File: src/sv/sqvb_pkg.sv
package sqvb_pkg;

  // batch geometry
  localparam int unsigned BATCH_VERTICES = 32768;
  localparam int unsigned SLOT_W = 15;
  localparam int unsigned QUEUE_DEPTH = 2;
  localparam int unsigned QPTR_W = (QUEUE_DEPTH > 1) ? $clog2(QUEUE_DEPTH) : 1;
  localparam int unsigned QCNT_W = $clog2(QUEUE_DEPTH + 1);

  // colour constants
  localparam logic [23:0] WHITE_TINT = 24'hFFFFFF;
  localparam logic [8:0] ALPHA_ONE = 9'd256;
  localparam logic [7:0] CHAN_MAX = 8'hFF;

  // operation codes on the input channel
  localparam logic OP_QUAD = 1'b0;
  localparam logic OP_FLUSH = 1'b1;

  // result kinds
  localparam logic KIND_VERTEX = 1'b0;
  localparam logic KIND_FLUSH = 1'b1;

  // register indexes on the config port
  localparam logic [2:0] REG_M_XX = 3'd0;
  localparam logic [2:0] REG_M_XY = 3'd1;
  localparam logic [2:0] REG_M_XT = 3'd2;
  localparam logic [2:0] REG_M_YX = 3'd3;
  localparam logic [2:0] REG_M_YY = 3'd4;
  localparam logic [2:0] REG_M_YT = 3'd5;
  localparam logic [2:0] REG_TINT = 3'd6;
  localparam logic [2:0] REG_OPACITY = 3'd7;

  // configuration seen by the back end
  typedef struct packed {
    logic [31:0] m_xx;
    logic [31:0] m_xy;
    logic [31:0] m_xt;
    logic [31:0] m_yx;
    logic [31:0] m_yy;
    logic [31:0] m_yt;
    logic [23:0] tint_color;
    logic [8:0]  opacity;
  } cfg_t;

  // one classified command between front and back
  typedef struct packed {
    logic              flush_only;
    logic              flush_first;
    logic [SLOT_W-1:0] base_slot;
    logic [31:0]       left_x;
    logic [31:0]       top_y;
    logic [31:0]       right_x;
    logic [31:0]       bottom_y;
    logic [3:0][31:0]  tex;
  } cmd_t;

endpackage

File: src/sv/sqvb_front.sv
module sqvb_front (
  input  logic                clk,
  input  logic                rst,
  input  logic                in_valid,
  output logic                in_ready,
  input  logic                operation,
  input  logic [31:0]         left_x,
  input  logic [31:0]         top_y,
  input  logic [31:0]         right_x,
  input  logic [31:0]         bottom_y,
  input  logic [31:0]         tex_corner_one,
  input  logic [31:0]         tex_corner_two,
  input  logic [31:0]         tex_corner_three,
  input  logic [31:0]         tex_corner_four,
  output logic                push_valid,
  input  logic                push_ready,
  output sqvb_pkg::cmd_t      push_data
);

  logic [sqvb_pkg::SLOT_W-1:0] batch_vertex_count;
  logic [sqvb_pkg::SLOT_W-1:0] batch_vertex_count_next;
  logic [sqvb_pkg::SLOT_W:0]   count_plus;
  logic                        nonempty;
  logic                        full_flush;
  logic [sqvb_pkg::SLOT_W-1:0] base;
  logic                        is_flush;

  // classify the beat against the running batch count
  always_comb begin
    is_flush = (operation == sqvb_pkg::OP_FLUSH);
    nonempty = (batch_vertex_count != '0);
    count_plus = {1'b0, batch_vertex_count} + (sqvb_pkg::SLOT_W+1)'(4);
    full_flush = nonempty &&
                 ({1'b0, count_plus} >= (sqvb_pkg::SLOT_W+2)'(sqvb_pkg::BATCH_VERTICES));
    base = full_flush ? '0 : batch_vertex_count;
    if (is_flush) begin
      batch_vertex_count_next = '0;
    end else begin
      batch_vertex_count_next = base + sqvb_pkg::SLOT_W'(4);
    end
  end

  // an empty flush is taken and dropped
  assign in_ready   = push_ready;
  assign push_valid = in_valid && (!is_flush || nonempty);

  always_comb begin
    push_data.flush_only  = is_flush;
    push_data.flush_first = !is_flush && full_flush;
    push_data.base_slot   = base;
    push_data.left_x      = left_x;
    push_data.top_y       = top_y;
    push_data.right_x     = right_x;
    push_data.bottom_y    = bottom_y;
    push_data.tex[0]      = tex_corner_one;
    push_data.tex[1]      = tex_corner_two;
    push_data.tex[2]      = tex_corner_three;
    push_data.tex[3]      = tex_corner_four;
  end

  // batch count
  always_ff @(posedge clk) begin
    if (rst) begin
      batch_vertex_count <= '0;
    end else if (in_valid && in_ready) begin
      batch_vertex_count <= batch_vertex_count_next;
    end
  end

endmodule

File: config.mk
export PLATFORM = sky130hd
export DESIGN_NAME = sqvb_front
export DESIGN_NICKNAME = d
export VERILOG_FILES = /design/src/sv/sqvb_pkg.sv /design/src/sv/sqvb_front.sv
export SDC_FILE = /design/constraint.sdc
export NUM_CORES = 1
export LEC_CHECK = 0
export ABC_AREA = 1
export CORE_AREA = 2 2 207 209
export CTS_BUF_LIST = sky130_fd_sc_hd__clkbuf_8
export DETAILED_ROUTE_END_ITERATION = 10
export DIE_AREA = 0 0 209 211
export DONT_BUFFER_PORTS = 1
export PLACE_DENSITY = 0.3
export SETUP_SLACK_MARGIN = 0.2
export SYNTH_ARGS = -nofsm -noshare
export SYNTH_HDL_FRONTEND = slang
export SYNTH_SLANG_ARGS = --single-unit
File: constraint.sdc
create_clock -name clk -period 2.05 [get_ports clk]
set_clock_uncertainty 0.2 [all_clocks]
set_input_delay 0.1025 -clock clk [delete_from_list [all_inputs] [get_ports clk]]
set_output_delay 0.1025 -clock clk [all_outputs]
set_load 0.03 [all_outputs]
==> results of run 1 <==
## critical path: stages, from the launching register on
cell     delay [ps]
dfxtp_4         360
buf_4           140
nor4_2          280
nand4_1         200
o21a_4          300
## cell type report
type                            instances  share of cell area
Sequential cell                        15               0.146
Inverter                               19              0.0346
Timing Repair Buffer                   41               0.153
Clock inverter                          1             0.00340
Clock buffer                            3              0.0187
Tap cell                              539               0.306
Multi-Input combinational cell        120               0.339
## synthesized netlist by cell type (2+ instances only)
master and n:
nor2_2 5, nand4_1 5, nand3_2 3, nor4_1 6, nand3_1 16, buf_4 259, clkbuf_1 2, dfxtp_1 15
o21ai_1 3, nor2_4 2, inv_1 17, nor2_1 17, xor2_1 6, nand2_1 32, nor3_1 6, a21oi_1 14
## per-stage QoR
| step | instances | cell area (sq um) | setup slack, ps | TNS (ps) |
|---|---|---|---|---|
| after floorplan | 416 | 3030 | -42.0 | -120 |
| after global placement | 723 | 1980 | 189 | 0 |
| after detailed placement | 723 | 1980 | 198 | 0 |
| after CTS | 732 | 2110 | 182 | 0 |
| after global routing | 738 | 2210 | 80.6 | 0 |
| final | 738 | 2210 | 210 | 0 |
## cells by family after synthesis
| kind of cell | Yosys count |
|---|---|
| compound gates | 18 |
| xor+xnor | 6 |
| fa+ha+maj | 1 |
| buf+inv | 281 |
| flops | 15 |
| simple gates | 95 |
## report_power, final
| group | leakage, nW | total (W) | switching, W | internal [W] |
|---|---|---|---|---|
| Clock | 0.0217 | 0.000263 | 0.000126 | 0.000137 |
| Sequential | 0.127 | 0.000290 | 0.00000159 | 0.000289 |
| Combinational | 0.457 | 0.0000521 | 0.0000330 | 0.0000191 |
## path summary, 6_finish.rpt
check                                startpoint                             endpoint  slack, ps  cells past startpoint
max          batch_vertex_count[6]$_SDFFE_PP0P_                           push_valid        210                      4
min                           tex_corner_two[1]                        push_data[33]          5                      0
max reg2reg  batch_vertex_count[6]$_SDFFE_PP0P_  batch_vertex_count[10]$_SDFFE_PP0P_        220                     12
min reg2reg  batch_vertex_count[0]$_SDFFE_PP0P_   batch_vertex_count[0]$_SDFFE_PP0P_        290                      2
## routing by layer
| layer | track usage | vias up | wire length (microns) |
|---|---|---|---|
| met5 | 0.00111 | - | 0 |
| met4 | 0.0732 | 0 | 1820 |
| met3 | 0.0436 | 142 | 2470 |
| met2 | 0.0769 | 269 | 5270 |
| met1 | 0.0398 | 659 | 3100 |
| li1 | - | 609 | - |
## timing repair
item	4_1_cts	5_1_grt
resized for setup	7	15
hold buffers	4	0
setup endpoints to repair	10	19
setup buffers	1	6
hold endpoints to repair	15	0
pin swaps	4	9
==> metrics.txt, run 1 <==
CP max FO 4; Via density 2.28; DRT antenna net count 0; post-synthesis sequential area ratio 0.101; most frequent cells in the layout buf_4, nand2_1, inv_1, nor2_1, nand3_1; largest family of logic cells by synthesized area buffers and inverters; Final Hold Vio Count 0; final setup violation count 0; # rows 75; layout cells sized above 1 0.402; gr usage total 0.0541; YS warnings 0; DP HPWL 10400 microns; HP Class in2out; # nets final roughly 460; XOR/XNOR Fraction of Synth Area 0.0177; Reg with most FFs batch_vertex_count; top flop regs batch_vertex_count: 15 flops; post-synthesis net count roughly 680; drc violations 0; Tcrit/Tclk final 0.898; EDFF count, synth 0; Die ar. roughly 0.044 sq mm; CTS tree yes; worst rel slew slack 0.520; post-synthesis simple-gate area fraction 0.162; Critical Path RT around 1800 ps; Hold WS 5.01 ps; vias in the first global route 1748; clock buffer depth 2; Yosys reg bits 15; utilization after layout 0.0528; Vias 1679; ys async rst share 0; # fillers just under 5000; mux cell area share after synthesis 0; footprint of the multi-input gates ~750 sq um; Compound-Gate Fraction of Synth Area 0.0311; CORE AREA between 0.04 and 0.05 sq mm; initial antenna violation count 0; Starting DRT DRC Count 71; Crit Path Category reg2out; remaining global-route overflow 0; post-synthesis cell type count 24; clk_lat worst skew roughly 260 ps; synthesized area roughly 0.0030 sq mm; cells after synthesis around 420; CTS Buf Count 3; Starting Density 0.0712; max cap viols 0; cell taking the most area after synthesis buf_4; Reg clk slew, reported paths around 70 ps; Syn Area/Cell 7.15 sq um; Die Height approximately 210 microns; Max H-tree Level 1; RSZ-0062 raised after global routing true; Critical Path AT ~1500 ps; outcome complete, no violations; Synth Flop Type dfxtp_1; FMAX between 0.5 and 0.6 GHz; ranking of synthesized cells by area buf_4, dfxtp_1, nand2_1; pin count of the biggest net entering global routing 16; slew of the pin with the lowest slew margin roughly 720 ps; total chip power approximately 0.0006 W; Critical Path End Type output pin; die width roughly 210 microns; Routed WL 12700 microns; # diodes 0; Synth Area in Adders 0.00421; commonest non-fill, non-tap cell in the layout buf_4; Worst VDD drop approximately 200 uV; First-pass DRT Iterations 4; max reg flops 15; Final GP Congestion between 0.6 and 0.7; Top-Level Pins roughly 540; clk sink count 15; clk root buf clkbuf_8; Synth top area share 0.654; leakage between 0.6 and 0.7 nW; Final Max Tran Viols 0; Layout area overhead -25.8%; first-pass GRT wire length between 15000 and 20000 microns; PortBufs 0; register area between 300 and 400 sq um; power per standard cell area roughly 270 mW/mm^2; fin crit period ~1800 ps; startpoint class of the critical path flop; Routed WL per cell approximately 17 microns
(Power assumes the default switching activity.)
==> inputs of run 2 (changes only) <==
--- a/config.mk
+++ b/config.mk
@@ -10,2 +10,3 @@
 export CTS_BUF_LIST = sky130_fd_sc_hd__clkbuf_8
+export CTS_CLUSTER_SIZE = 8
 export DETAILED_ROUTE_END_ITERATION = 10
==> constraint.sdc (replaced) <==
create_clock -name clk -period 2.05 [get_ports clk]
set_clock_uncertainty 0.2 [all_clocks]
set_input_delay 0.41 -clock clk [delete_from_list [all_inputs] [get_ports clk]]
set_output_delay 0.41 -clock clk [all_outputs]
set_load 0.03 [all_outputs]
==> metrics.txt, run 2 (synthesis gave the netlist of run 1 again) <==
outcome complete, but fails checks (was complete, no violations); violated checks setup timing; utilization after layout 0.0605 (was 0.0528); slew of the pin with the lowest slew margin 394 ps (was 718 ps); Crit Path Category reg2out (unchanged); Layout area overhead -15.1% (was -25.8%); CP max FO 7 (was 4); setup slack, reg-to-reg 80 ps (was 220 ps); Crit path max-delay family buffers and inverters (was simple AND/OR/NAND/NOR gates); fin crit period 2090 ps (was 1840 ps); CTS tree yes (unchanged); leakage 0.701 nW (was 0.606 nW); Starting DRT DRC Count 80 (was 71); Vias 1713 (was 1679); Setup crit end push_data[263] (was push_valid); DP HPWL 10600 microns (was 10400 microns); clk root buf clkbuf_8 (unchanged); pin count of the biggest net entering global routing 15 (was 16); Routed WL 13100 microns (was 12700 microns); RR Startpoint batch_vertex_count[7]$_SDFFE_PP0P_ (was batch_vertex_count[6]$_SDFFE_PP0P_); Critical Path AT 1480 ps (was 1540 ps); Die Height 211 microns (unchanged); Hold Crit Depth 1 (was 0); CORE AREA 0.0418 sq mm (unchanged); Final Worst Setup Slack -42.9 ps (was 210 ps); clock buffer depth 2 (unchanged); clk sink count 15 (unchanged); # nets final 470 (was 462); Tcrit/Tclk final 1.02 (was 0.898); FMAX 0.478 GHz (was 0.544 GHz); Hold WS 6.81 ps (was 5.01 ps); HP Class in2reg (was in2out); # fillers 4890 (was 4918); Via density 2.30 (was 2.28); max layer used met4 (unchanged); commonest non-fill, non-tap cell in the layout nand2_1 (was buf_4); slowest CP cell dfxtp_4 (unchanged); DRT antenna net count 0 (unchanged); layout cells sized above 1 0.536 (was 0.402); CTS Buf Count 3 (unchanged); Routed WL per cell 17.6 microns (was 17.2 microns); Worst Path Buf+Inv 4 (was 1); remaining global-route overflow 0 (unchanged); drc violations 0 (unchanged); Top-Level Pins 536 (unchanged); initial antenna violation count 0 (unchanged); Worst VDD drop 177 uV (was 206 uV); top flop regs batch_vertex_count: 15 flops (unchanged); RR Endpoint batch_vertex_count[14]$_SDFFE_PP0P_ (was batch_vertex_count[10]$_SDFFE_PP0P_); Final Max Tran Viols 0 (unchanged); met3 wire length 2670 microns (was 2470 microns); Starting Density 0.0712 (unchanged); Die ar. 0.0441 sq mm (unchanged); Critical Path RT 1440 ps (was 1750 ps); RSZ-0062 raised after global routing true (unchanged); clk_lat worst skew 260 ps (about the same); first-pass GRT wire length 17100 microns (was 16200 microns); Layout Cells excl Fill 746 (was 738); dpl cells 721 (was 723); # rows 75 (unchanged); Reg clk slew, reported paths 80 ps (was 70 ps); max cap viols 0 (unchanged); startpoint class of the critical path flop (unchanged); critical path launch point batch_vertex_count[2]$_SDFFE_PP0P_ (was batch_vertex_count[6]$_SDFFE_PP0P_); routed wl met2 5640 microns (was 5270 microns); Final GP Congestion 0.693 (was 0.694); # diodes 0 (unchanged); Final Hold Vio Count 0 (unchanged); die width 209 microns (unchanged); PortBufs 0 (unchanged); Crit path depth 8 (was 4); gr usage total 0.0570 (was 0.0541); worst rel slew slack 0.735 (was 0.520); First-pass DRT Iterations 4 (unchanged); CP peak stage delay 380 ps (was 360 ps); max reg flops 15 (unchanged); power per standard cell area 236 mW/mm^2 (was 275 mW/mm^2); met1 WL 2920 microns (was 3100 microns); vias in the first global route 1876 (was 1748); setup_tns -200 ps (was 0 ps); final setup violation count 8 (was 0); Max H-tree Level 1 (unchanged); crit-path cells nand3_4 -> nor2_4 -> nand3_4 -> buf_12 -> inv_16 -> buf_8 -> nor2_4 -> buf_6 (was buf_4 -> nor4_2 -> nand4_1 -> o21a_4); Reg with most FFs batch_vertex_count (unchanged); r2r worst-path depth 13 (was 12); Critical Path End Type output pin (unchanged); most frequent cells in the layout nand2_1, buf_4, nor2_4, buf_6 (was buf_4, nand2_1, inv_1, nor2_1, nand3_1)
-- run 2: cell types whose count changed in the layout (fill, tap and decap cells not counted), sizes merged --
| cell | before | now |
|---|---|---|
| buf | 37 | 46 |
| clkinv | 1 | 0 |
| clkinvlp | 1 | 2 |
| dlygate4sd3 | 4 | 2 |
| inv | 18 | 19 |
-- run 2: area by class of cell --
type,instances,area [sq um],area share
Multi-Input combinational cell,120,867,0.343
Tap cell,539,674,0.267
Timing Repair Buffer,48,493,0.195
Sequential cell,15,333,0.132
Inverter,19,93.8,0.0371
Clock buffer,3,41.3,0.0163
Timing Repair inverter,1,16.3,0.00644
Clock inverter,1,7.51,0.00297
-- run 2: power breakdown --
group	total [W]	leakage (nW)	internal [W]	switching [W]
combinational	0.0000443	0.550	0.0000167	0.0000277
sequential	0.000285	0.129	0.000284	0.00000161
clock	0.000266	0.0217	0.000137	0.000129
total	0.000596	0.701	0.000437	0.000158
-- run 2: how the worst min path moves through the flow --
stage,startpoint,endpoint
after floorplan,batch_vertex_count[1]$_SDFFE_PP0P_,batch_vertex_count[1]$_SDFFE_PP0P_
after global placement,batch_vertex_count[0]$_SDFFE_PP0P_,batch_vertex_count[0]$_SDFFE_PP0P_
after detailed placement,batch_vertex_count[0]$_SDFFE_PP0P_,batch_vertex_count[0]$_SDFFE_PP0P_
after CTS,rst,batch_vertex_count[5]$_SDFFE_PP0P_
after global routing,rst,batch_vertex_count[6]$_SDFFE_PP0P_
final,rst,batch_vertex_count[6]$_SDFFE_PP0P_
-- run 2: what timing repair did --
item | in CTS | in global routing
gates cloned | 1 | 0
endpoints found under the setup margin | 20 | 24
pin swaps | 13 | 15
hold endpoints to repair | 6 | 1
resized for setup | 68 | 22
hold buffers | 1 | 1
setup buffers | 11 | 7
-- run 2: through the flow --
step,worst slack [ps],instance area [sq um],power (W)
floorplan,-42.0,3030,0.00127
global placement,86.4,1950,0.000335
detailed placement,117,1950,0.000334
CTS,-28.9,2380,0.000603
global route,-105,2530,0.000618
finish,-42.9,2530,0.000596
-- run 2: layer usage --
layer,vias up,GRT usage
li1,630,-
met2,255,0.0846
met4,0,0.0781
met1,682,0.0366
met5,-,0.00111
met3,146,0.0495
