$ cat src/sv/sqvb_pkg.sv
package sqvb_pkg;

  // batch geometry
  localparam int unsigned BATCH_VERTICES = 32768;
  localparam int unsigned SLOT_W = 15;
  localparam int unsigned QUEUE_DEPTH = 2;
  localparam int unsigned QPTR_W = (QUEUE_DEPTH > 1) ? $clog2(QUEUE_DEPTH) : 1;
  localparam int unsigned QCNT_W = $clog2(QUEUE_DEPTH + 1);

  // colour constants
  localparam logic [23:0] WHITE_TINT = 24'hFFFFFF;
  localparam logic [8:0] ALPHA_ONE = 9'd256;
  localparam logic [7:0] CHAN_MAX = 8'hFF;

  // operation codes on the input channel
  localparam logic OP_QUAD = 1'b0;
  localparam logic OP_FLUSH = 1'b1;

  // result kinds
  localparam logic KIND_VERTEX = 1'b0;
  localparam logic KIND_FLUSH = 1'b1;

  // register indexes on the config port
  localparam logic [2:0] REG_M_XX = 3'd0;
  localparam logic [2:0] REG_M_XY = 3'd1;
  localparam logic [2:0] REG_M_XT = 3'd2;
  localparam logic [2:0] REG_M_YX = 3'd3;
  localparam logic [2:0] REG_M_YY = 3'd4;
  localparam logic [2:0] REG_M_YT = 3'd5;
  localparam logic [2:0] REG_TINT = 3'd6;
  localparam logic [2:0] REG_OPACITY = 3'd7;

  // configuration seen by the back end
  typedef struct packed {
    logic [31:0] m_xx;
    logic [31:0] m_xy;
    logic [31:0] m_xt;
    logic [31:0] m_yx;
    logic [31:0] m_yy;
    logic [31:0] m_yt;
    logic [23:0] tint_color;
    logic [8:0]  opacity;
  } cfg_t;

  // one classified command between front and back
  typedef struct packed {
    logic              flush_only;
    logic              flush_first;
    logic [SLOT_W-1:0] base_slot;
    logic [31:0]       left_x;
    logic [31:0]       top_y;
    logic [31:0]       right_x;
    logic [31:0]       bottom_y;
    logic [3:0][31:0]  tex;
  } cmd_t;

endpackage

$ cat src/sv/sqvb_queue.sv
module sqvb_queue (
  input  logic           clk,
  input  logic           rst,
  input  logic           push_valid,
  output logic           push_ready,
  input  sqvb_pkg::cmd_t push_data,
  output logic           pop_valid,
  input  logic           pop_ready,
  output sqvb_pkg::cmd_t pop_data
);

  sqvb_pkg::cmd_t                  entries [sqvb_pkg::QUEUE_DEPTH];
  logic [sqvb_pkg::QPTR_W-1:0]     wr_ptr;
  logic [sqvb_pkg::QPTR_W-1:0]     rd_ptr;
  logic [sqvb_pkg::QCNT_W-1:0]     fill;
  logic                            do_push;
  logic                            do_pop;

  assign push_ready = (fill != sqvb_pkg::QCNT_W'(sqvb_pkg::QUEUE_DEPTH));
  assign pop_valid  = (fill != '0);
  assign pop_data   = entries[rd_ptr];
  assign do_push    = push_valid && push_ready;
  assign do_pop     = pop_valid && pop_ready;

  // pointer and fill tracking
  always_ff @(posedge clk) begin
    if (rst) begin
      wr_ptr <= '0;
      rd_ptr <= '0;
      fill   <= '0;
    end else begin
      if (do_push) begin
        wr_ptr <= (wr_ptr == sqvb_pkg::QPTR_W'(sqvb_pkg::QUEUE_DEPTH - 1)) ? '0 : wr_ptr + 1'b1;
      end
      if (do_pop) begin
        rd_ptr <= (rd_ptr == sqvb_pkg::QPTR_W'(sqvb_pkg::QUEUE_DEPTH - 1)) ? '0 : rd_ptr + 1'b1;
      end
      if (do_push && !do_pop) begin
        fill <= fill + sqvb_pkg::QCNT_W'(1);
      end else if (do_pop && !do_push) begin
        fill <= fill - sqvb_pkg::QCNT_W'(1);
      end
    end
  end

  // entry storage
  always_ff @(posedge clk) begin
    if (do_push) begin
      entries[wr_ptr] <= push_data;
    end
  end

endmodule

$ cat config.mk
export PLATFORM = sky130hd
export DESIGN_NAME = sqvb_queue
export DESIGN_NICKNAME = d
export VERILOG_FILES = /design/src/sv/sqvb_pkg.sv /design/src/sv/sqvb_queue.sv
export SDC_FILE = /design/constraint.sdc
export NUM_CORES = 1
export LEC_CHECK = 0
export BUFFER_PORTS_ARGS = -buffer_cell sky130_fd_sc_hd__buf_4
export CORE_MARGIN = 3
export CORE_UTILIZATION = 30
export CTS_BUF_LIST = sky130_fd_sc_hd__clkbuf_4
export DETAILED_ROUTE_END_ITERATION = 6
export SETUP_SLACK_MARGIN = 0.2
export SYNTH_ARGS = -nofsm -noshare
export SYNTH_HDL_FRONTEND = slang
export SYNTH_SLANG_ARGS = --single-unit
$ cat constraint.sdc
create_clock -name clk -period 8.6 [get_ports clk]
set_input_delay 0 -clock clk [delete_from_list [all_inputs] [get_ports clk]]
set_output_delay 0 -clock clk [all_outputs]
set_load 0.05 [all_outputs]
==> reports/metrics.sh, run 1 <==
OUTCOME='aborted with a tool error'
FAILED_STAGE='clock tree synthesis'
ERROR_LINE='[ERROR RSZ-0060] Max buffer count reached.'
NETLIST_TOP_CELLS_AREA='sky130_fd_sc_hd__edfxtp_1, sky130_fd_sc_hd__mux2_2, sky130_fd_sc_hd__buf_6, sky130_fd_sc_hd__dfxtp_1, sky130_fd_sc_hd__xor2_1'
CTSHOLDBUFFERS=501
SYNTH.AREA.MUX_SHARE_PCT=15.3
YS_TYPES=17
POSTSYNTH.ASYNCRESETSHARE_PCT=0
POST_CTS_RESIZE_COUNT=0
INITIAL_UTILIZATION_PCT=30.4
SYNTH_AREA_LEADER_CELL='sky130_fd_sc_hd__edfxtp_1'
ROOT_BUFFER='sky130_fd_sc_hd__clkbuf_4'
POST_SYNTH_XOR_AREA_FRACTION_PCT=0.131
SYNTH.CELLS.MOST_FREQUENT='sky130_fd_sc_hd__edfxtp_1, sky130_fd_sc_hd__mux2_2, sky130_fd_sc_hd__buf_6, sky130_fd_sc_hd__dfxtp_1'
HTREEDEPTH=4
SYNTH-SIMPLE-AREA-SHARE_PCT=0.250
YOSYS_REGISTER_BITS=551
FLOORPLAN.IO_PINS=552
CTS_BUFFERS=146
MAPPEDNETLISTAREA_MM2=0.0200
SYNTH_ENABLE_FLOP_CELLS=546
IO_BUFFERS=551
AVGSYNTHCELLAREA_UM2=22.9
POSTSYNTH.TOPFLOPCELL='sky130_fd_sc_hd__edfxtp_1'
DOMINANT_COMBINATIONAL_CELL_FAMILY_BY_AREA_AFTER_SYNTHESIS='multiplexers'
SYNTH_ADDER_AREA_SHARE_PCT=0.0625
CTS_MAX_PATH_BUFFERS=3
CTS_POST_SETUP_BUFFERS_INSERTED=0
CLKSINKCOUNT=551
DIE_H_UM=264
DP_HPWL_UM=30700
SYNTHESIS.INSTANCES=873
COMPOUND_GATE_FRACTION_OF_SYNTH_AREA_PCT=0.150
SYN_NETS=1151
DIE_W_UM=264
STD_CELL_ROWS=94
SYNTHESIS.YOSYS.WARNINGS=0
SYNTH-SEQ-AREA-SHARE_PCT=82.4
GP_ROUTABILITY_CONGESTION=0.759
YOSYSMOSTFREQUENTCELL='sky130_fd_sc_hd__edfxtp_1'
YOSYS.AREA.TOP_TYPE_SHARE_PCT=81.9
logic make-up after synthesis:
group	after synthesis
mux	273
fa+ha+maj	1
compound gates	5
simple gates	9
xor+xnor	3
buf+inv	31
flops	551
metrics by stage:
step | setup slack [ps] | instance area, um2 | instances
after floorplan | 654 | 20000 | 873
after global placement | 5640 | 25000 | 2267
after detailed placement | 5600 | 25000 | 2267
==> run 2, diff against run 1 <==
--- a/config.mk
+++ b/config.mk
@@ -7,10 +7,9 @@
 export LEC_CHECK = 0
 export BUFFER_PORTS_ARGS = -buffer_cell sky130_fd_sc_hd__buf_4
 export CORE_MARGIN = 3
-export CORE_UTILIZATION = 30
-export CTS_BUF_LIST = sky130_fd_sc_hd__clkbuf_4
+export CORE_UTILIZATION = 20
 export DETAILED_ROUTE_END_ITERATION = 6
-export SETUP_SLACK_MARGIN = 0.2
+export PLACE_DENSITY_LB_ADDON = 0.15
 export SYNTH_ARGS = -nofsm -noshare
 export SYNTH_HDL_FRONTEND = slang
 export SYNTH_SLANG_ARGS = --single-unit
==> reports/metrics.sh, run 2 <==
OUTCOME='completed'
FILLCELL_TOTAL=9848
INITIAL_UTILIZATION_PCT=20.3
P_LEAK_uW=0.0110
YOSYS_REGISTER_BITS=551
LEFTOVER_OVERFLOW_AT_THE_END_OF_GLOBAL_ROUTING=0
VIA_COUNT_OF_THE_FIRST_GLOBAL_ROUTING_PASS=12600
HTREEDEPTH=3
CTS_BUFFERS=66
MOST_COMMON_CELL_AFTER_LAYOUT_FILL_AND_TAPS_ASIDE='sky130_fd_sc_hd__buf_4'
YS_TYPES=17
POSTLAYOUTSETUPSLACKWORST_PS=5150
WORSTMARGINPINSLEW_PS=1050
MAXIMUM_NUMBER_OF_PINS_ON_ONE_NET_BEFORE_GLOBAL_ROUTE_REPAIR=136
LAYOUT_MIN_CYCLE_TIME_PS=3450
SYN_NETS=1151
CRITPATHREQUIREDTIME_PS=8600
YOSYS.AREA.TOP_TYPE_SHARE_PCT=81.9
CRITPATHARRIVALTIME_PS=3450
CLK_PIN_SLEW_WORST_PATHS_PS=50
FINAL_MAX_SLEW_VIOL_COUNT=0
ANT_NETS=0
REGAREA_MM2=0.0165
GP_ROUTABILITY_CONGESTION=0.733
HP-CLASS='in -> reg'
ROOT_BUFFER='sky130_fd_sc_hd__clkbuf_16'
WORSTPATHMAXFANOUT=68
STARTPOINT_TYPE='flip-flop'
DIE_H_UM=322
YOSYSMOSTFREQUENTCELL='sky130_fd_sc_hd__edfxtp_1'
SYNTH_ENABLE_FLOP_CELLS=546
LARGEST_REG_FLOPS=546
TIMING.CLOCK.SKEW_PS=18.3
TOP_FLOP_REGS='entries (546), fill (2)'
SETUP_TNS_PS=0
MAXCLOCKFREQUENCY_MHz=290
FINAL.PERIOD_UTILIZATION_PCT=40.1
DETAIL_ROUTE.ITER0.VIOLATIONS=402
CTS_POST_SETUP_BUFFERS_INSERTED=0
ROUTED_VIA_DENSITY=3.66
CORE_AREA_MM2=0.0989
RSZ_0062_RAISED_AFTER_GLOBAL_ROUTING='no'
SLEW_HEADROOM_PCT=30.0
POWER_DENSITY_mW_PER_MM2=311
DETAIL_ROUTE.WL_PER_CELL_UM=17.7
SYNTH-SEQ-AREA-SHARE_PCT=82.4
REGMOSTFLOPS='entries'
FIRST_PASS_ITERS=4
DP_HPWL_UM=36800
POST_CTS_RESIZE_COUNT=0
ROUTED-VIA-COUNT=11300
POSTSYNTH.ASYNCRESETSHARE_PCT=0
AREA_GROW_SYN2LAYOUT_PCT=51.4
WORSTSKEWPAIRLATENCY_PS=610
CTSHOLDBUFFERS=277
SYNTH.CELLS.MOST_FREQUENT='sky130_fd_sc_hd__edfxtp_1, sky130_fd_sc_hd__mux2_2, sky130_fd_sc_hd__buf_6, sky130_fd_sc_hd__dfxtp_1'
FLOORPLAN.IO_PINS=552
FINAL-SETUP-VIOL-COUNT=0
GRT_ANTENNA_BEFORE_REPAIR=8
DIE_W_UM=322
DIE-AREA_MM2=0.104
POSTSYNTH.TOPFLOPCELL='sky130_fd_sc_hd__edfxtp_1'
MAPPEDNETLISTAREA_MM2=0.0200
SYNTHESIS.INSTANCES=873
NNETSFINAL=2026
WIRELENGTH_UM=54700
CTS_MAX_PATH_BUFFERS=3
MULTI_INPUT_COMB_AREA_MM2=0.00320
SYNTHESIS.YOSYS.WARNINGS=0
TIMING_WORST_SETUP_PATH_TYPE='reg -> out'
STD_CELL_ROWS=115
NETLIST_TOP_CELLS_AREA='sky130_fd_sc_hd__edfxtp_1, sky130_fd_sc_hd__mux2_2, sky130_fd_sc_hd__buf_6, sky130_fd_sc_hd__dfxtp_1, sky130_fd_sc_hd__xor2_1'
CTS_TREE='built'
WORST_IR_DROP_ON_VDD_mV=0.186
MOSTFREQUENTLAYOUTCELLS='sky130_fd_sc_hd__buf_4, sky130_fd_sc_hd__edfxtp_1, sky130_fd_sc_hd__dlygate4sd3_1'
MAXCAPVIOLCOUNT=0
SYNTH_AREA_LEADER_CELL='sky130_fd_sc_hd__edfxtp_1'
CLKSINKCOUNT=551
PRE_CTS_WS_PS=5280
GRT_FIRST_PASS_WIRELENGTH_UM=78500
TOTAL_TRACK_USAGE_PCT=10.1
FRACTION_OF_FINAL_LAYOUT_CELLS_SIZED_BEYOND_DRIVE_STRENGTH_1_PCT=51.6
IO_BUFFERS=551
REMAINING_DRC_ERRORS=0
REPORT.FINAL.HOLD_VIOL_COUNT=0
AVGSYNTHCELLAREA_UM2=22.9
FIN_TOTAL_PWR_uW=9420
WORSTSETUPENDPOINTTYPE='output pin'
-- run 2: cell counts after synthesis --
Identical to the previous run, type by type.
-- run 2: power breakdown --
group	switching (uW)	internal (uW)	leakage, uW
Sequential	97.5	3360	0.00514
Clock	1070	1510	0.000980
Combinational	2260	1120	0.00491
Total	3430	5990	0.0110
-- run 2: metal layers --
layer / global-route usage, % / vias up / wire [um]
met2: 17.9 / 360 / 28200
li1: - / 5263 / -
met3: 3.90 / 95 / 4550
met4: 3.99 / 0 / 1630
met5: 0 / - / 0
met1: 10.9 / 5587 / 20300
-- run 2: kinds of logic (layout without fill, tap and decap cells) --
kind of cell | Yosys count | after routing | share of synthesized area, %
other | 0 | 5 | 0
adder cells (fa/ha/maj) | 1 | 1 | 0.0625
XOR/XNOR | 3 | 3 | 0.131
AO/OA/AOI/OAI | 5 | 5 | 0.150
buffers and inverters | 31 | 956 | 1.71
AND/OR/NAND/NOR | 9 | 9 | 0.250
multiplexers | 273 | 273 | 15.3
flip-flops | 551 | 551 | 82.4
-- run 2: final timing paths --
| kind | slack (ps) | endpoint | cells past startpoint | startpoint |
|---|---|---|---|---|
| max | 5150 | pop_data[70] | 4 | flip-flop |
| min reg2reg | 510 | rd_ptr | 2 | rd_ptr |
| max reg2reg | 5360 | entries[1][222] | 4 | fill[0] |
| min | 120 | entries[1][249] | 2 | push_data[249] |
-- run 2: worst max-delay path, stage by stage (launching register included) --
cell,delay [ps]
sky130_fd_sc_hd__dfxtp_4,640
sky130_fd_sc_hd__buf_4,720
sky130_fd_sc_hd__buf_4,740
sky130_fd_sc_hd__mux2_2,420
sky130_fd_sc_hd__buf_4,190
-- run 2: final cells by class --
| class | count | share of cell area, % |
|---|---|---|
| Tap cell | 1287 | 5.31 |
| Antenna cell | 5 | 0.0413 |
| Inverter | 1 | 0.0371 |
| Clock buffer | 80 | 5.62 |
| Sequential cell | 551 | 54.4 |
| Multi-Input combinational cell | 291 | 10.5 |
| Timing Repair Buffer | 837 | 23.1 |
| Clock inverter | 38 | 0.949 |
-- run 2: stage by stage --
stage,instances,area [um2],hold WS [ps],utilization [%]
floorplan,873,20000,69.1,-
global placement,2690,25500,186,25.8
detailed placement,2690,25500,187,25.8
CTS,3085,30300,40.7,30.7
global route,3088,30300,71.9,30.7
finish,3090,30300,115,30.7
Power figures use the tool's default switching activity.
==> run 3, diff against run 2 <==
==> constraint.sdc (replaced) <==
create_clock -name clk -period 2.89 [get_ports clk]
set_input_delay 0 -clock clk [delete_from_list [all_inputs] [get_ports clk]]
set_output_delay 0 -clock clk [all_outputs]
set_load 0.05 [all_outputs]
==> reports/metrics.sh, run 3 (synthesis results as in run 2) <==
WORSTSETUPENDPOINTTYPE='output pin'
GRT_FIRST_PASS_WIRELENGTH_UM=77700
TIMING.REG2REG.WORST_PATH_DEPTH=3
REMAINING_DRC_ERRORS=0
NNETSFINAL=2054
WORST_IR_DROP_ON_VDD_mV=0.500
OUTCOME='completed'
FILLCELL_TOTAL=9835
FINAL-SETUP-VIOL-COUNT=0
CRITPATHREQUIREDTIME_PS=2890
TIMING_WORST_SETUP_PATH_TYPE='reg -> out'
CRITPATHARRIVALTIME_PS=2400
CORE_AREA_MM2=0.0989
VIA_COUNT_OF_THE_FIRST_GLOBAL_ROUTING_PASS=12500
REPORT.FINAL.HOLD_VIOL_COUNT=0
HTREEDEPTH=3
CTS_BUFFERS=68
FIRST_PASS_ITERS=6
WORSTMARGINPINSLEW_PS=622
TOP_FLOP_REGS='entries (546), fill (2)'
MOSTFREQUENTLAYOUTCELLS='sky130_fd_sc_hd__buf_4, sky130_fd_sc_hd__edfxtp_1, sky130_fd_sc_hd__dlygate4sd3_1'
MAXIMUM_NUMBER_OF_PINS_ON_ONE_NET_BEFORE_GLOBAL_ROUTE_REPAIR=85
POSTLAYOUTSETUPSLACKWORST_PS=486
INITIAL_UTILIZATION_PCT=20.3
CLKSINKCOUNT=551
GLOBALROUTEMET2UTIL_PCT=17.9
PLACEDCELLCOUNT=2716
REGMOSTFLOPS='entries'
STARTPOINT_TYPE='flip-flop'
WIRELENGTH_UM=54000
HOLD_DEPTH=2
CTS_MAX_PATH_BUFFERS=3
GRT_BUSIEST_LAYER='met2'
DP_HPWL_UM=37000
MET3_GLOBAL_ROUTE_USAGE_PCT=4.03
DETAIL_ROUTE.WL_PER_CELL_UM=17.3
GRT_ANTENNA_BEFORE_REPAIR=3
P_LEAK_uW=0.0112
POWER_DENSITY_mW_PER_MM2=930
MET1_USAGE_PCT=10.6
DIE-AREA_MM2=0.104
SLEW_HEADROOM_PCT=58.5
ROUTED_VIA_DENSITY=3.65
STD_CELL_ROWS=115
DIE_W_UM=322
PRE_CTS_WS_PS=941
WORSTSKEWPAIRLATENCY_PS=610
FINAL_CELLS=3121
LAYOUT_MIN_CYCLE_TIME_PS=2400
MOST_COMMON_CELL_AFTER_LAYOUT_FILL_AND_TAPS_ASIDE='sky130_fd_sc_hd__buf_4'
GP_ROUTABILITY_CONGESTION=0.718
ANT_NETS=0
HP-CLASS='in -> reg'
DIE_H_UM=322
FLOORPLAN.IO_PINS=552
CTS_TREE='built'
LEFTOVER_OVERFLOW_AT_THE_END_OF_GLOBAL_ROUTING=0
ROOT_BUFFER='sky130_fd_sc_hd__clkbuf_16'
FINAL.PERIOD_UTILIZATION_PCT=83.2
FINAL_MAX_SLEW_VIOL_COUNT=0
TOTAL_TRACK_USAGE_PCT=10.1
FRACTION_OF_FINAL_LAYOUT_CELLS_SIZED_BEYOND_DRIVE_STRENGTH_1_PCT=52.3
CLK_PIN_SLEW_WORST_PATHS_PS=60
AREA_GROW_SYN2LAYOUT_PCT=53.2
DETAIL_ROUTE.ITER0.VIOLATIONS=427
MAXCLOCKFREQUENCY_MHz=416
LARGEST_REG_FLOPS=546
TIMING.CLOCK.SKEW_PS=20.2
POST_CTS_RESIZE_COUNT=0
WORSTPATHMAXFANOUT=30
ROUTED-VIA-COUNT=11400
RSZ_0062_RAISED_AFTER_GLOBAL_ROUTING='no'
IO_BUFFERS=551
MAXCAPVIOLCOUNT=0
[run 3: metal layers]
metal,part of all wire [%],wire (um)
met2,52,28000
met3,8.8,4780
met5,0,0
met4,2.7,1450
met1,37,19800
[run 3: metrics by stage]
stage / util (%) / power [uW] / TNS, ps / hold WS [ps] / cell area (um2)
6_report: 31.0 / 28500 / 0 / 121 / 30700
4_1_cts: 31.0 / 29200 / 0 / 42.2 / 30700
5_1_grt: 31.0 / 29900 / 0 / 70.1 / 30700
3_3_place_gp: 26.1 / 20600 / 0 / 185 / 25800
3_5_place_dp: 26.1 / 20600 / 0 / 188 / 25800
2_1_floorplan: - / 17600 / -1044890 / 65.0 / 20000
[run 3: critical path: stages (launching register included)]
cell	delay [ps]
sky130_fd_sc_hd__dfxtp_4	670
sky130_fd_sc_hd__buf_4	480
sky130_fd_sc_hd__mux2_2	410
sky130_fd_sc_hd__buf_4	190
[run 3: final cells by class]
class	instances	area, um2	area share (%)
sequential	551	16500	53.8
timing repair buffer	863	7260	23.7
multi-input combinational	291	3210	10.4
clock buffer	81	1790	5.84
tap	1287	1610	5.25
clock inverter	44	303	0.987
inverter	1	7.51	0.0245
antenna	3	7.51	0.0245
[run 3: worst paths after layout]
kind                     endpoint  slack, ps          start
setup / recovery    pop_data[140]        490      flip-flop
hold / removal     entries[0][93]        120  push_data[93]
setup reg to reg  entries[1][141]       1020        fill[0]
hold reg to reg            rd_ptr        500         rd_ptr
[run 3: what timing repair did]
item / 4_1_cts / 5_1_grt
setup buffers: 0 / 0
hold buffers: 277 / 0
endpoints found under the hold margin: 551 / 0
[run 3: where the power goes]
| group | internal (uW) | switching [uW] | total, uW |
|---|---|---|---|
| Sequential | 9980 | 255 | 10200 |
| Combinational | 3490 | 6870 | 10400 |
| Clock | 4700 | 3260 | 7960 |
| Total | 18200 | 10400 | 28500 |
==> run 4, diff against run 3 <==
==> constraint.sdc (replaced) <==
create_clock -name clk -period 2.15 [get_ports clk]
set_input_delay 0 -clock clk [delete_from_list [all_inputs] [get_ports clk]]
set_output_delay 0 -clock clk [all_outputs]
set_load 0.05 [all_outputs]
==> reports/metrics.sh, run 4 (synthesis results as in run 2) <==
CRITPATHARRIVALTIME_PS=2040
ANTENNADIODECOUNT=0
TOTAL_TRACK_USAGE_PCT=10.2
PRE_CTS_WS_PS=437
POSTLAYOUTSETUPSLACKWORST_PS=107
MAX_STAGE_DELAY_PS=390
WORST_IR_DROP_ON_VDD_mV=0.741
DETAILED_PLACE.AREA_MM2=0.0262
WORSTMARGINPINSLEW_PS=357
AREA_GROW_SYN2LAYOUT_PCT=55.5
PLACEDCELLCOUNT=2738
ANT_NETS=0
MAXUSEDROUTINGLAYER='met5'
DETAIL_ROUTE.WL_PER_CELL_UM=17.4
WIRELENGTH_MET1_UM=20600
MAXCAPVIOLCOUNT=0
SLOWEST_STAGE='sky130_fd_sc_hd__dfxtp_4'
VIA_COUNT_OF_THE_FIRST_GLOBAL_ROUTING_PASS=13000
STARTPOINT_TYPE='flip-flop'
REGMOSTFLOPS='entries'
CRITPATHREQUIREDTIME_PS=2150
TOP_FLOP_REGS='entries (546), fill (2)'
MULTI_INPUT_COMB_AREA_MM2=0.00321
FINAL-SETUP-VIOL-COUNT=0
ROUTED-VIA-COUNT=11500
LAYOUT_MIN_CYCLE_TIME_PS=2040
DIE_H_UM=322
WORSTSETUPENDPOINTTYPE='output pin'
MAXIMUM_NUMBER_OF_PINS_ON_ONE_NET_BEFORE_GLOBAL_ROUTE_REPAIR=44
FIRST_PASS_ITERS=4
REMAINING_DRC_ERRORS=0
SETUP_TNS_PS=0
RSZ_0062_RAISED_AFTER_GLOBAL_ROUTING='yes'
HTREEDEPTH=3
LARGEST_REG_FLOPS=546
WORSTPATHMAXFANOUT=26
CLKSINKCOUNT=551
DESIGN_AREA_MM2=0.0311
GRT_ANTENNA_BEFORE_REPAIR=1
SLEW_HEADROOM_PCT=76.0
ROOT_BUFFER='sky130_fd_sc_hd__clkbuf_16'
POWER_DENSITY_mW_PER_MM2=1250
DIE_W_UM=322
DETAIL_ROUTE.ITER0.VIOLATIONS=423
CLK_PIN_SLEW_WORST_PATHS_PS=50
WIRELENGTH_UM=54500
FINAL_MAX_SLEW_VIOL_COUNT=0
WORSTREG2REGEND='fill[0]'
MET2WIRELENGTH_UM=28200
INITIAL_UTILIZATION_PCT=20.3
DIE-AREA_MM2=0.104
R2R_START='fill[1]'
REPORT.FINAL.HOLD_VIOL_COUNT=0
GRT_FIRST_PASS_WIRELENGTH_UM=79200
WORSTSKEWPAIRLATENCY_PS=600
PATH_BUF_INV=3
FILLCELL_TOTAL=9710
TIMING.REG2REG.SETUP_SLACK_PS=210
MOST_COMMON_CELL_AFTER_LAYOUT_FILL_AND_TAPS_ASIDE='sky130_fd_sc_hd__buf_4'
CTS_MAX_PATH_BUFFERS=3
FLOORPLAN.IO_PINS=552
TIMING.CRITICAL_PATH.CELLS='buf_16 -> buf_12 -> mux2_2 -> buf_4'
TIMING_WORST_SETUP_PATH_TYPE='reg -> out'
TIMING.CLOCK.SKEW_PS=19.6
TIMING.CRITICAL_PATH.TO='pop_data[67]'
GP_ROUTABILITY_CONGESTION=0.711
OUTCOME='completed'
LEFTOVER_OVERFLOW_AT_THE_END_OF_GLOBAL_ROUTING=0
CTS_TREE='built'
CRIT_FAMILY='buffers and inverters'
P_LEAK_uW=0.0114
FINAL.PERIOD_UTILIZATION_PCT=95.0
CORE_AREA_MM2=0.0989
IO_BUFFERS=551
UTILIZATION_PCT=31.5
ROUTED_VIA_DENSITY=3.67
TIMING.CRITICAL_PATH.DEPTH=4
NNETSFINAL=2079
CTS_BUFFERS=68
FINAL_CELLS=3141
TIMING.REG2REG.WORST_PATH_DEPTH=5
HP-CLASS='in -> reg'
DP_HPWL_UM=38500
REGAREA_MM2=0.0165
FRACTION_OF_FINAL_LAYOUT_CELLS_SIZED_BEYOND_DRIVE_STRENGTH_1_PCT=52.5
STD_CELL_ROWS=115
MAXCLOCKFREQUENCY_MHz=489
WL_MET3_UM=4330
MOSTFREQUENTLAYOUTCELLS='sky130_fd_sc_hd__buf_4, sky130_fd_sc_hd__edfxtp_1, sky130_fd_sc_hd__dlygate4sd3_1'
==> run 4: cell types whose count changed in the layout (fill, tap and decap cells not counted), moves of 2 or more <==
cell and delta:
sky130_fd_sc_hd__buf_12 +14, sky130_fd_sc_hd__clkbuf_1 +11, sky130_fd_sc_hd__buf_6 +6, sky130_fd_sc_hd__clkinv_2 -6, sky130_fd_sc_hd__clkinv_1 -5, sky130_fd_sc_hd__buf_16 +4
sky130_fd_sc_hd__diode_2 -3, sky130_fd_sc_hd__clkinvlp_4 -2
==> run 4: worst min path at each step <==
stage	start	endpoint	slack, ps	cells past startpoint
after CTS	push_data[205]	entries[1][205]	30	2
after global routing	push_data[205]	entries[1][205]	50	2
after global placement	push_data[26]	entries[0][26]	190	1
final	push_data[30]	entries[0][30]	110	2
after detailed placement	push_data[94]	entries[0][94]	190	1
after floorplan	rst	fill[0]	60	1
==> run 4: area by class of cell <==
type	count	share of cell area [%]
Sequential cell	551	53.0
Timing Repair Buffer	888	24.8
Multi-Input combinational cell	291	10.3
Clock buffer	93	5.97
Tap cell	1287	5.17
Clock inverter	30	0.763
Inverter	1	0.0241
==> run 4: power breakdown <==
| group | switching (uW) | leakage, uW | internal, uW |
|---|---|---|---|
| logic | 9430 | 0.00527 | 5140 |
| registers | 265 | 0.00514 | 13400 |
| clock network | 4320 | 0.00102 | 6420 |
==> run 4: timing repair <==
item | 4_1_cts | 5_1_grt
hold buffers | 278 | 0
hold endpoints to repair | 551 | 0
resized for setup | 2 | 8
setup buffers | 2 | 0
setup endpoints to repair | 234 | 19
==> run 4: per-layer routing <==
layer / GRT usage, % / vias to the layer above
met5: 0 / -
met3: 4.03 / 93
met1: 11.0 / 5701
met4: 3.43 / 2
met2: 18.3 / 361
li1: - / 5365
==> run 4: through the flow <==
step / hold slack (ps) / total power [uW]
global placement: 186 / 28100
CTS: 30.1 / 39800
floorplan: 65.0 / 23600
detailed placement: 188 / 28200
finish: 107 / 39000
global route: 51.8 / 40800
